[src/caa_pkg.sv]
// ----------------------------------------------------------------------------
// caa_pkg - shared types and constants of the cascaded activity averager
// tick and result item layouts, controller commands, time index forming
// ----------------------------------------------------------------------------
package caa_pkg;

    localparam int COUNT_WIDTH_DEF  = 10;
    localparam int FRAC_BITS_DEF    = 4;

    localparam int CNT_FIELD_W      = 10;
    localparam int AVG_FIELD_W      = 14;
    localparam int MSLOT_W          = 4;
    localparam int QIDX_W           = 7;
    localparam int PIDX_W           = 7;

    localparam int MINUTE_SLOTS     = 15;
    localparam int PIECE_QUARTERS   = 8;
    localparam int PQ_SHIFT         = $clog2(PIECE_QUARTERS);
    localparam int QUARTERS_PER_DAY = 24 * 4;

    typedef struct packed {
        logic [5:0]             minute;
        logic [4:0]             hour;
        logic [2:0]             weekday;
        logic [CNT_FIELD_W-1:0] user_count;
        logic [CNT_FIELD_W-1:0] wizard_count;
    } tick_t;

    typedef struct packed {
        logic                   quarter_done;
        logic [QIDX_W-1:0]      quarter_slot;
        logic [AVG_FIELD_W-1:0] quarter_avg_users;
        logic [AVG_FIELD_W-1:0] quarter_avg_wizards;
        logic                   piece_done;
        logic [PIDX_W-1:0]      piece_slot;
        logic [AVG_FIELD_W-1:0] piece_avg_users;
        logic [AVG_FIELD_W-1:0] piece_avg_wizards;
        logic                   day_wrap;
        logic                   week_wrap;
    } result_t;

    // controller to datapath
    typedef struct packed {
        logic               capture;
        logic               min_acc;
        logic [MSLOT_W-1:0] min_idx;
        logic               qrd;
        logic               div_load;
        logic               commit;
    } cmd_t;

    typedef struct packed {
        logic [QIDX_W-1:0]  quarter;
        logic [PIDX_W-1:0]  piece;
        logic [MSLOT_W-1:0] mslot;
    } tick_idx_t;

    // quarter of day, two-hour piece of week and minute slot of a tick
    function automatic tick_idx_t tick_index(tick_t t);
        logic [4:0] hr;
        logic [5:0] mr;
        logic [1:0] qm;
        logic [2:0] wd;
        tick_idx_t  r;
        hr = (t.hour >= 5'd24) ? t.hour - 5'd24 : t.hour;
        mr = (t.minute >= 6'd60) ? t.minute - 6'd60 : t.minute;
        if (mr >= 6'd45)
            qm = 2'd3;
        else if (mr >= 6'd30)
            qm = 2'd2;
        else if (mr >= 6'd15)
            qm = 2'd1;
        else
            qm = 2'd0;
        wd = (t.weekday == 3'd7) ? 3'd0 : t.weekday;
        r.quarter = {hr, qm};
        r.piece   = ({4'b0, wd} << 3) + ({4'b0, wd} << 2) + {3'b0, hr[4:1]};
        r.mslot   = MSLOT_W'(mr - ({4'b0, qm} * 6'd15));
        return r;
    endfunction

endpackage

[src/caa_ctrl.sv]
// ----------------------------------------------------------------------------
// caa_ctrl - sequencer of the cascaded activity averager
// walks the rings, starts the divider and hands the result to the output
// ----------------------------------------------------------------------------
module caa_ctrl (
    input  logic          clk,
    input  logic          rst_n,
    input  logic          tick_valid,
    output logic          tick_ready,
    output logic          result_valid,
    input  logic          result_ready,
    output caa_pkg::cmd_t cmd
);
    import caa_pkg::*;

    localparam int CNT_W = $clog2(MINUTE_SLOTS + 1);

    typedef enum logic [1:0] {
        S_IDLE,
        S_WALK,
        S_DIV,
        S_FINISH
    } state_t;

    state_t           state_reg;
    logic [CNT_W-1:0] cnt_reg;
    logic             result_valid_reg;
    logic             out_free;

    assign out_free     = !result_valid_reg || result_ready;
    assign tick_ready   = (state_reg == S_IDLE);
    assign result_valid = result_valid_reg;

    always_comb
    begin
        cmd          = '0;
        cmd.capture  = tick_valid && tick_ready;
        cmd.min_idx  = cnt_reg[MSLOT_W-1:0];
        cmd.min_acc  = (state_reg == S_WALK) && (cnt_reg < CNT_W'(MINUTE_SLOTS));
        cmd.qrd      = (state_reg == S_WALK) && (cnt_reg < CNT_W'(PIECE_QUARTERS));
        cmd.div_load = (state_reg == S_DIV);
        cmd.commit   = (state_reg == S_FINISH) && out_free;
    end

    always_ff @(posedge clk or negedge rst_n)
    begin
        if (!rst_n)
        begin
            state_reg        <= S_IDLE;
            cnt_reg          <= '0;
            result_valid_reg <= 1'b0;
        end
        else
        begin
            unique case (state_reg)
                S_IDLE:
                begin
                    if (tick_valid)
                    begin
                        state_reg <= S_WALK;
                        cnt_reg   <= '0;
                    end
                end
                S_WALK:
                begin
                    // the walk ends with a step past the last minute slot, then moves to the divide
                    if (cnt_reg == CNT_W'(MINUTE_SLOTS))
                    begin
                        state_reg <= S_DIV;
                        cnt_reg   <= '0;
                    end
                    else
                        cnt_reg <= cnt_reg + 1'b1;
                end
                S_DIV:
                begin
                    state_reg <= S_FINISH;
                end
                S_FINISH:
                begin
                    if (out_free)
                        state_reg <= S_IDLE;
                end
                default:
                    state_reg <= S_IDLE;
            endcase

            if (cmd.commit)
                result_valid_reg <= 1'b1;
            else if (result_ready)
                result_valid_reg <= 1'b0;
        end
    end

endmodule

[src/caa_dp.sv]
// ----------------------------------------------------------------------------
// caa_dp - datapath of the cascaded activity averager
// minute rings, quarter memory, accumulators, divide-by-15 unit, result register
// ----------------------------------------------------------------------------
module caa_dp #(
    parameter int COUNT_WIDTH = caa_pkg::COUNT_WIDTH_DEF,
    parameter int FRAC_BITS   = caa_pkg::FRAC_BITS_DEF
) (
    input  logic             clk,
    input  logic             rst_n,
    input  caa_pkg::tick_t   tick,
    input  caa_pkg::cmd_t    cmd,
    output caa_pkg::result_t result
);
    import caa_pkg::*;

    localparam int CW        = COUNT_WIDTH;
    localparam int AVG_W     = CW + FRAC_BITS;
    localparam int MSUM_W    = CW + 4;
    localparam int PSUM_W    = AVG_W + PQ_SHIFT;
    localparam int NUM_W     = MSUM_W + FRAC_BITS;
    localparam int RSH       = NUM_W + 4;
    localparam int RCP_W     = NUM_W + 1;
    localparam int PROD_W    = NUM_W + RCP_W;
    // ceil(2^RSH / 15), exact floor division by 15 for any NUM_W-bit dividend
    localparam logic [RCP_W-1:0] RECIP15 = RCP_W'(((64'd1 << RSH) + 64'd14) / 64'd15);

    // captured tick
    tick_idx_t               idx_reg;
    logic [CW-1:0]           uc_reg;
    logic [CW-1:0]           wc_reg;

    // block state
    logic                    primed_reg;
    logic [MSLOT_W-1:0]      last_mslot_reg;
    logic [QIDX_W-1:0]       last_quarter_reg;
    logic [PIDX_W-1:0]       last_piece_reg;
    logic [CW-1:0]           min_user_reg [MINUTE_SLOTS];
    logic [CW-1:0]           min_wiz_reg  [MINUTE_SLOTS];
    logic [AVG_W-1:0]        qmem_user    [QUARTERS_PER_DAY];
    logic [AVG_W-1:0]        qmem_wiz     [QUARTERS_PER_DAY];
    logic [QUARTERS_PER_DAY-1:0] qvalid_reg;

    // walk
    logic [QIDX_W-1:0]       qaddr_reg;
    logic                    qrd_dly_reg;
    logic [AVG_W-1:0]        qrd_user_reg;
    logic [AVG_W-1:0]        qrd_wiz_reg;
    logic                    qrd_valid_reg;
    logic [MSUM_W-1:0]       msum_u_reg;
    logic [MSUM_W-1:0]       msum_w_reg;
    logic [PSUM_W-1:0]       psum_u_reg;
    logic [PSUM_W-1:0]       psum_w_reg;

    // divider
    logic [NUM_W-1:0]        num_u;
    logic [NUM_W-1:0]        num_w;
    logic [PROD_W-1:0]       prod_u_reg;
    logic [PROD_W-1:0]       prod_w_reg;

    result_t                 result_reg;
    result_t                 result_next;
    logic                    piece_chg;
    logic                    quarter_chg;
    logic                    mslot_chg;
    logic [AVG_W-1:0]        q_avg_u;
    logic [AVG_W-1:0]        q_avg_w;
    logic [AVG_W-1:0]        p_avg_u;
    logic [AVG_W-1:0]        p_avg_w;

    assign num_u = NUM_W'(msum_u_reg) << FRAC_BITS;
    assign num_w = NUM_W'(msum_w_reg) << FRAC_BITS;

    always_ff @(posedge clk)
    begin
        if (cmd.capture)
        begin
            idx_reg    <= tick_index(tick);
            uc_reg     <= CW'(tick.user_count);
            wc_reg     <= CW'(tick.wizard_count);
            qaddr_reg  <= last_quarter_reg;
            msum_u_reg <= '0;
            msum_w_reg <= '0;
            psum_u_reg <= '0;
            psum_w_reg <= '0;
        end
        else
        begin
            if (cmd.min_acc)
            begin
                msum_u_reg <= msum_u_reg + MSUM_W'(min_user_reg[cmd.min_idx]);
                msum_w_reg <= msum_w_reg + MSUM_W'(min_wiz_reg[cmd.min_idx]);
            end
            if (cmd.qrd)
                qaddr_reg <= (qaddr_reg == '0) ? QIDX_W'(QUARTERS_PER_DAY - 1)
                                               : qaddr_reg - 1'b1;
            if (qrd_dly_reg && qrd_valid_reg)
            begin
                psum_u_reg <= psum_u_reg + PSUM_W'(qrd_user_reg);
                psum_w_reg <= psum_w_reg + PSUM_W'(qrd_wiz_reg);
            end
        end

        // reciprocal multiply, quotient taken from the upper bits
        if (cmd.div_load)
        begin
            prod_u_reg <= PROD_W'(num_u) * PROD_W'(RECIP15);
            prod_w_reg <= PROD_W'(num_w) * PROD_W'(RECIP15);
        end

        if (cmd.commit)
            result_reg <= result_next;
    end

    // quarter memory, read data registered
    always_ff @(posedge clk)
    begin
        if (cmd.qrd)
        begin
            qrd_user_reg  <= qmem_user[qaddr_reg];
            qrd_wiz_reg   <= qmem_wiz[qaddr_reg];
            qrd_valid_reg <= qvalid_reg[qaddr_reg];
        end
        if (cmd.commit && primed_reg && quarter_chg)
        begin
            qmem_user[idx_reg.quarter] <= q_avg_u;
            qmem_wiz[idx_reg.quarter]  <= q_avg_w;
        end
    end

    assign piece_chg   = (idx_reg.piece != last_piece_reg);
    assign quarter_chg = (idx_reg.quarter != last_quarter_reg);
    assign mslot_chg   = (idx_reg.mslot != last_mslot_reg);
    assign q_avg_u     = AVG_W'(prod_u_reg >> RSH);
    assign q_avg_w     = AVG_W'(prod_w_reg >> RSH);
    assign p_avg_u     = AVG_W'(psum_u_reg >> PQ_SHIFT);
    assign p_avg_w     = AVG_W'(psum_w_reg >> PQ_SHIFT);

    always_comb
    begin
        result_next = '0;
        if (primed_reg)
        begin
            if (piece_chg)
            begin
                result_next.piece_done        = 1'b1;
                result_next.piece_slot        = idx_reg.piece;
                result_next.piece_avg_users   = AVG_FIELD_W'(p_avg_u);
                result_next.piece_avg_wizards = AVG_FIELD_W'(p_avg_w);
                result_next.week_wrap         = (idx_reg.piece == '0);
            end
            if (quarter_chg)
            begin
                result_next.quarter_done        = 1'b1;
                result_next.quarter_slot        = idx_reg.quarter;
                result_next.quarter_avg_users   = AVG_FIELD_W'(q_avg_u);
                result_next.quarter_avg_wizards = AVG_FIELD_W'(q_avg_w);
                result_next.day_wrap            = (idx_reg.quarter == '0);
            end
        end
    end

    always_ff @(posedge clk or negedge rst_n)
    begin
        if (!rst_n)
        begin
            primed_reg       <= 1'b0;
            last_mslot_reg   <= '0;
            last_quarter_reg <= '0;
            last_piece_reg   <= '0;
            qvalid_reg       <= '0;
            qrd_dly_reg      <= 1'b0;
            for (int i = 0; i < MINUTE_SLOTS; i++)
            begin
                min_user_reg[i] <= '0;
                min_wiz_reg[i]  <= '0;
            end
        end
        else
        begin
            qrd_dly_reg <= cmd.qrd;
            if (cmd.commit)
            begin
                if (!primed_reg)
                begin
                    primed_reg       <= 1'b1;
                    last_mslot_reg   <= idx_reg.mslot;
                    last_quarter_reg <= idx_reg.quarter;
                    last_piece_reg   <= idx_reg.piece;
                end
                else
                begin
                    if (piece_chg)
                        last_piece_reg <= idx_reg.piece;
                    if (quarter_chg)
                    begin
                        last_quarter_reg            <= idx_reg.quarter;
                        qvalid_reg[idx_reg.quarter] <= 1'b1;
                    end
                    if (mslot_chg)
                    begin
                        last_mslot_reg              <= idx_reg.mslot;
                        min_user_reg[idx_reg.mslot] <= uc_reg;
                        min_wiz_reg[idx_reg.mslot]  <= wc_reg;
                    end
                end
            end
        end
    end

    assign result = result_reg;

endmodule

[src/cascaded_activity_averager.sv]
// ----------------------------------------------------------------------------
// cascaded_activity_averager - quarter-of-day and two-hour activity averages
// per-minute count rings feed quarter-of-day means, which feed two-hour means
// ----------------------------------------------------------------------------
//
//  channel  direction  handshake                  payload
//  tick     in         tick_valid / tick_ready    caa_pkg::tick_t
//  result   out        result_valid / result_ready caa_pkg::result_t
//
//  every tick gives exactly one result transfer
//  a tick passes from one accepted transfer to the next through the ring walk,
//  the divide-by-15 reciprocal multiply, the hand-over and the return to idle,
//  where the next tick is taken
//  reset clears the last seen indices, the minute rings and the valid bits of the
//  quarter memory at once, so there is no clearing pass
//  a stalled result sits in the output register while the next tick is taken
//  and worked on; that tick waits in its last step until the register frees
//
module cascaded_activity_averager #(
    parameter int COUNT_WIDTH = caa_pkg::COUNT_WIDTH_DEF,
    parameter int FRAC_BITS   = caa_pkg::FRAC_BITS_DEF
) (
    input  logic             clk,
    input  logic             rst_n,
    input  logic             tick_valid,
    output logic             tick_ready,
    input  caa_pkg::tick_t   tick,
    output logic             result_valid,
    input  logic             result_ready,
    output caa_pkg::result_t result
);
    import caa_pkg::*;

    // commands from the sequencer; the datapath reports nothing back, as the
    // walk and divide lengths are fixed
    cmd_t cmd;

    caa_ctrl u_ctrl (
        .clk          (clk),
        .rst_n        (rst_n),
        .tick_valid   (tick_valid),
        .tick_ready   (tick_ready),
        .result_valid (result_valid),
        .result_ready (result_ready),
        .cmd          (cmd)
    );

    // minute rings, quarter memory and the divider live here
    caa_dp #(
        .COUNT_WIDTH (COUNT_WIDTH),
        .FRAC_BITS   (FRAC_BITS)
    ) u_dp (
        .clk    (clk),
        .rst_n  (rst_n),
        .tick   (tick),
        .cmd    (cmd),
        .result (result)
    );

    // a result is only written over once the previous one has been taken
    a_commit_free: assert property (@(posedge clk) disable iff (!rst_n)
        cmd.commit |-> (!result_valid || result_ready))
        else $error("result register overwritten while still held");

    // a committed result is offered on the next cycle
    a_commit_valid: assert property (@(posedge clk) disable iff (!rst_n)
        cmd.commit |=> result_valid)
        else $error("committed result not offered");

    // one tick at a time: no second transfer right after the first
    a_one_tick: assert property (@(posedge clk) disable iff (!rst_n)
        (tick_valid && tick_ready) |=> !tick_ready)
        else $error("tick taken while another is in work");

endmodule
[config.mk]
export PLATFORM = sky130hd
export DESIGN_NAME = cascaded_activity_averager
export DESIGN_NICKNAME = d
export VERILOG_FILES = /design/src/caa_pkg.sv /design/src/caa_ctrl.sv /design/src/caa_dp.sv /design/src/cascaded_activity_averager.sv
export SDC_FILE = /design/constraint.sdc
export NUM_CORES = 2
export LEC_CHECK = 0
export BUFFER_PORTS_ARGS = -buffer_cell sky130_fd_sc_hd__buf_2
export CORE_MARGIN = 2
export CORE_UTILIZATION = 28
export CTS_BUF_LIST = sky130_fd_sc_hd__clkbuf_4
export CTS_CLUSTER_SIZE = 24
export DETAILED_ROUTE_END_ITERATION = 12
export GPL_ROUTABILITY_DRIVEN = 0
export PLACE_DENSITY = 0.46
export SLEW_MARGIN = 10
export SYNTH_ARGS = -nofsm -noshare
export SYNTH_HDL_FRONTEND = slang
export SYNTH_SLANG_ARGS = --single-unit
[constraint.sdc]
create_clock -name clk -period 12.7 [get_ports clk]
set_input_delay 1.27 -clock clk [delete_from_list [all_inputs] [get_ports clk]]
set_output_delay 1.27 -clock clk [all_outputs]
set_load 0.1 [all_outputs]
==> qor.yml <==
run_status:
  status: "complete, but fails checks"
  violations: "max-capacitance violations"
global_route:
  grt_pass1_vias: 77725
  grt_usage: 0.170
  top_usage_layer: "met2"
  grt_pass1_wl_um: 602000
  met2_usage: 0.271
  grt_overflow_total: 0
  grt_use_met1: 0.236
  use_met3: 0.0344
  antenna_found_initial: 54
  grt_max_degree: 98
hold_path:
  hold_class: "in -> reg"
  holdCritStartpoint: "tick[20]"
  holdPathEnd: "u_dp.idx_reg[7]"
  hold_depth: 4
worst_setup_path:
  r2r_end: "u_dp.qrd_user_reg[3]"
  crit_chain: "buf_4 -> buf_12 -> buf_12 -> mux4_2 -> a21oi_1 -> a211oi_1 -> nor2_1 -> o21ai_0 -> nor2_1 -> a31oi_1"
  arrival_ns: 7.02
  path_class: "reg -> reg"
  cpPeakStageDelay_ns: 1.19
  critical_path.slowest_cell: "a211oi_1"
  reg2reg_slack_ns: 7.01
  rr_startpoint: "u_dp.qaddr_reg[0]"
  required_ns: 14.03
  start_kind: "register"
  cp-startpoint: "u_dp.qaddr_reg[0]"
  crit_path_max_fanout: 97
  endpoint_kind: "register"
  r2r_cells: 10
floorplanning:
  dieArea_um2: 498000
  start_util: 0.281
  row_count: 257
  core_area_um2: 490000
  die_y_um: 705
  io-pin-count: 114
  dieWidth_um: 705
place:
  post-place-ws_ns: 7.03
  hpwl_um: 257000
  place_inst: 13692
  port_buffers: 113
timing:
  fmax_mhz: 176
  max-slew-margin-rel: 0.0127
  tightest_slew_ns: 1.47
  fin_ws_ns: 7.01
  tns_ns: 0
  fin_crit_sh: 0.448
  hold_slack_ns: 0.182
  period_needed_ns: 5.69
  hold_violations: 0
  skew_ns: 0.161
  setup_violations: 0
  slew_viol_final: 0
  rsz0062_at_grt: "false"
drt:
  ant_nets: 0
  drc: 0
  wl_per_cell_um: 28.2
  via_per_inst: 4.91
  drtIter0Drc: 7505
  num_vias: 75276
  drt_pass1_iterations: 6
  totalWireLength_um: 432000
finish:
  nNetsFinal: 8469
  top_regs: "u_dp.qmem_user: 1344 flops, u_dp.qmem_wiz: 1344 flops"
  stdcell_count: 15316
  area_delta_synth_final_pct: 15.4
  drive_above_1_share: 0.354
synth:
  synth_edf_count: 2862
  syn_nets: 7593
  asyncSetResetFlopFracSynth: 0.126
  synthFlopType: "edfxtp_1"
  synth.avg_cell_area_um2: 19.0
  syn_inst: 7245
  ys_seq_elements: 3347
  ys_warn_count: 0
  ys_seq_area_frac: 0.710
  ys_types: 74
  synth_area_um2: 138000
cts:
  clock_path_buffers: 4
  cts_root_buf: "clkbuf_4"
  clkLatencyLatePin_ns: 1.71
  cts_buffers: 868
  h-tree-depth: 6
  clk_pin_slew_worst_paths_ns: 0.07
  cts_sinks: 3347
  cts_tree: "yes"
power:
  irDropWorstVdd_mv: 0.159
  cellPowerDensity_nw_per_um2: 237
  p_leak_nw: 56.0
flow_run:
  maxCapViolCount: 1
==> timing repair <==
action,4_1_cts,5_1_grt
hold endpoints to repair,121,0
resized for setup,0,0
hold buffers,33,0
buffers inserted,0,0
==> cell usage after synthesis (all sizes together), types with 49 or more instances <==
| cell | count | area (um2) |
|---|---|---|
| clkbuf | 177 | 664 |
| mux2i | 237 | 2370 |
| nand2 | 316 | 1190 |
| mux2 | 370 | 4170 |
| and3 | 85 | 532 |
| fa | 51 | 1020 |
| nor2 | 227 | 852 |
| dfxtp | 62 | 1240 |
| inv | 158 | 593 |
| xnor2 | 49 | 429 |
| edfxtp | 2862 | 85900 |
| a21oi | 183 | 920 |
| mux4 | 759 | 17100 |
| or2 | 106 | 663 |
| o21ai | 135 | 676 |
| dfrtp | 423 | 10600 |
| nand3 | 50 | 250 |
| ha | 259 | 3240 |
| buf | 213 | 1450 |
==> power breakdown <==
part | switching [mW] | internal, mW
logic | 8.92 | 4.61
clock network | 4.59 | 4.89
registers | 0.717 | 14.0
total | 14.2 | 23.5
==> placed cells by master, fill, tap and decap left out, types with 43 or more instances in the layout <==
| master | n |
|---|---|
| dfxtp_1 | 62 |
| or2_2 | 106 |
| xnor2_1 | 49 |
| mux2_2 | 370 |
| buf_4 | 239 |
| a211oi_1 | 47 |
| nand3_1 | 49 |
| inv_1 | 154 |
| clkbuf_4 | 1300 |
| nor2_1 | 123 |
| dfrtp_1 | 419 |
| nand2_1 | 314 |
| edfxtp_1 | 2862 |
| buf_2 | 112 |
| clkinv_1 | 185 |
| ha_1 | 259 |
| a31oi_1 | 43 |
| mux2i_1 | 237 |
| and3_1 | 85 |
| nor2_4 | 97 |
| a21oi_1 | 181 |
| mux4_2 | 756 |
| fa_1 | 51 |
| o21ai_0 | 133 |
==> metal layers <==
layer / wire, um / part of all wire
met5: 80 / 0.00019
met4: 9610 / 0.022
met3: 30800 / 0.071
met2: 203000 / 0.47
met1: 189000 / 0.44
==> worst max path at each step <==
| stage | endpoint | depth (start not counted) |
|---|---|---|
| global placement | u_dp.qrd_user_reg[3] | 10 |
| floorplan | u_dp.qmem_user[0][0] | 5 |
| global route | u_dp.msum_u_reg[9] | 17 |
| finish | u_dp.qrd_user_reg[3] | 10 |
| detailed placement | u_dp.qrd_user_reg[3] | 10 |
| CTS | u_dp.qrd_user_reg[3] | 10 |
==> worst max-delay path, delay by kind of cell, from the launching register on <==
kind | cells | cell delay (ns)
AO/OA/AOI/OAI | 4 | 2.27
buffers and inverters | 3 | 1.70
multiplexers | 1 | 0.43
AND/OR/NAND/NOR | 2 | 0.35
flip-flops | 1 | 0.33
==> logic make-up after synthesis <==
| logic type | after synthesis | share of synthesized area |
|---|---|---|
| adders and majority gates | 310 | 0.0309 |
| muxes | 1366 | 0.172 |
| DFF | 3347 | 0.710 |
| buffers and inverters | 549 | 0.0197 |
| AOI/OAI and AO/OA | 650 | 0.0304 |
| and+or+nand+nor | 943 | 0.0325 |
| xor gates and xnor gates | 80 | 0.00509 |
==> area by class of cell <==
class	instances	area, um2
Timing Repair Buffer	396	2920
Sequential cell	3347	97800
Antenna cell	16	40.0
Fill cell	47563	331000
Clock buffer	1300	9760
Tap cell	6475	8100
Clock inverter	274	1570
Multi-Input combinational cell	3349	38100
Inverter	159	614
==> through the flow <==
stage,instance area [um2],total power [mW],utilization
3_5_place_dp,147000,28.6,0.300
4_1_cts,159000,38.2,0.324
5_1_grt,159000,39.4,0.324
2_1_floorplan,138000,22.8,-
3_3_place_gp,147000,28.4,0.300
6_report,159000,37.7,0.324
Note: power is estimated with default switching activity, not from simulation.
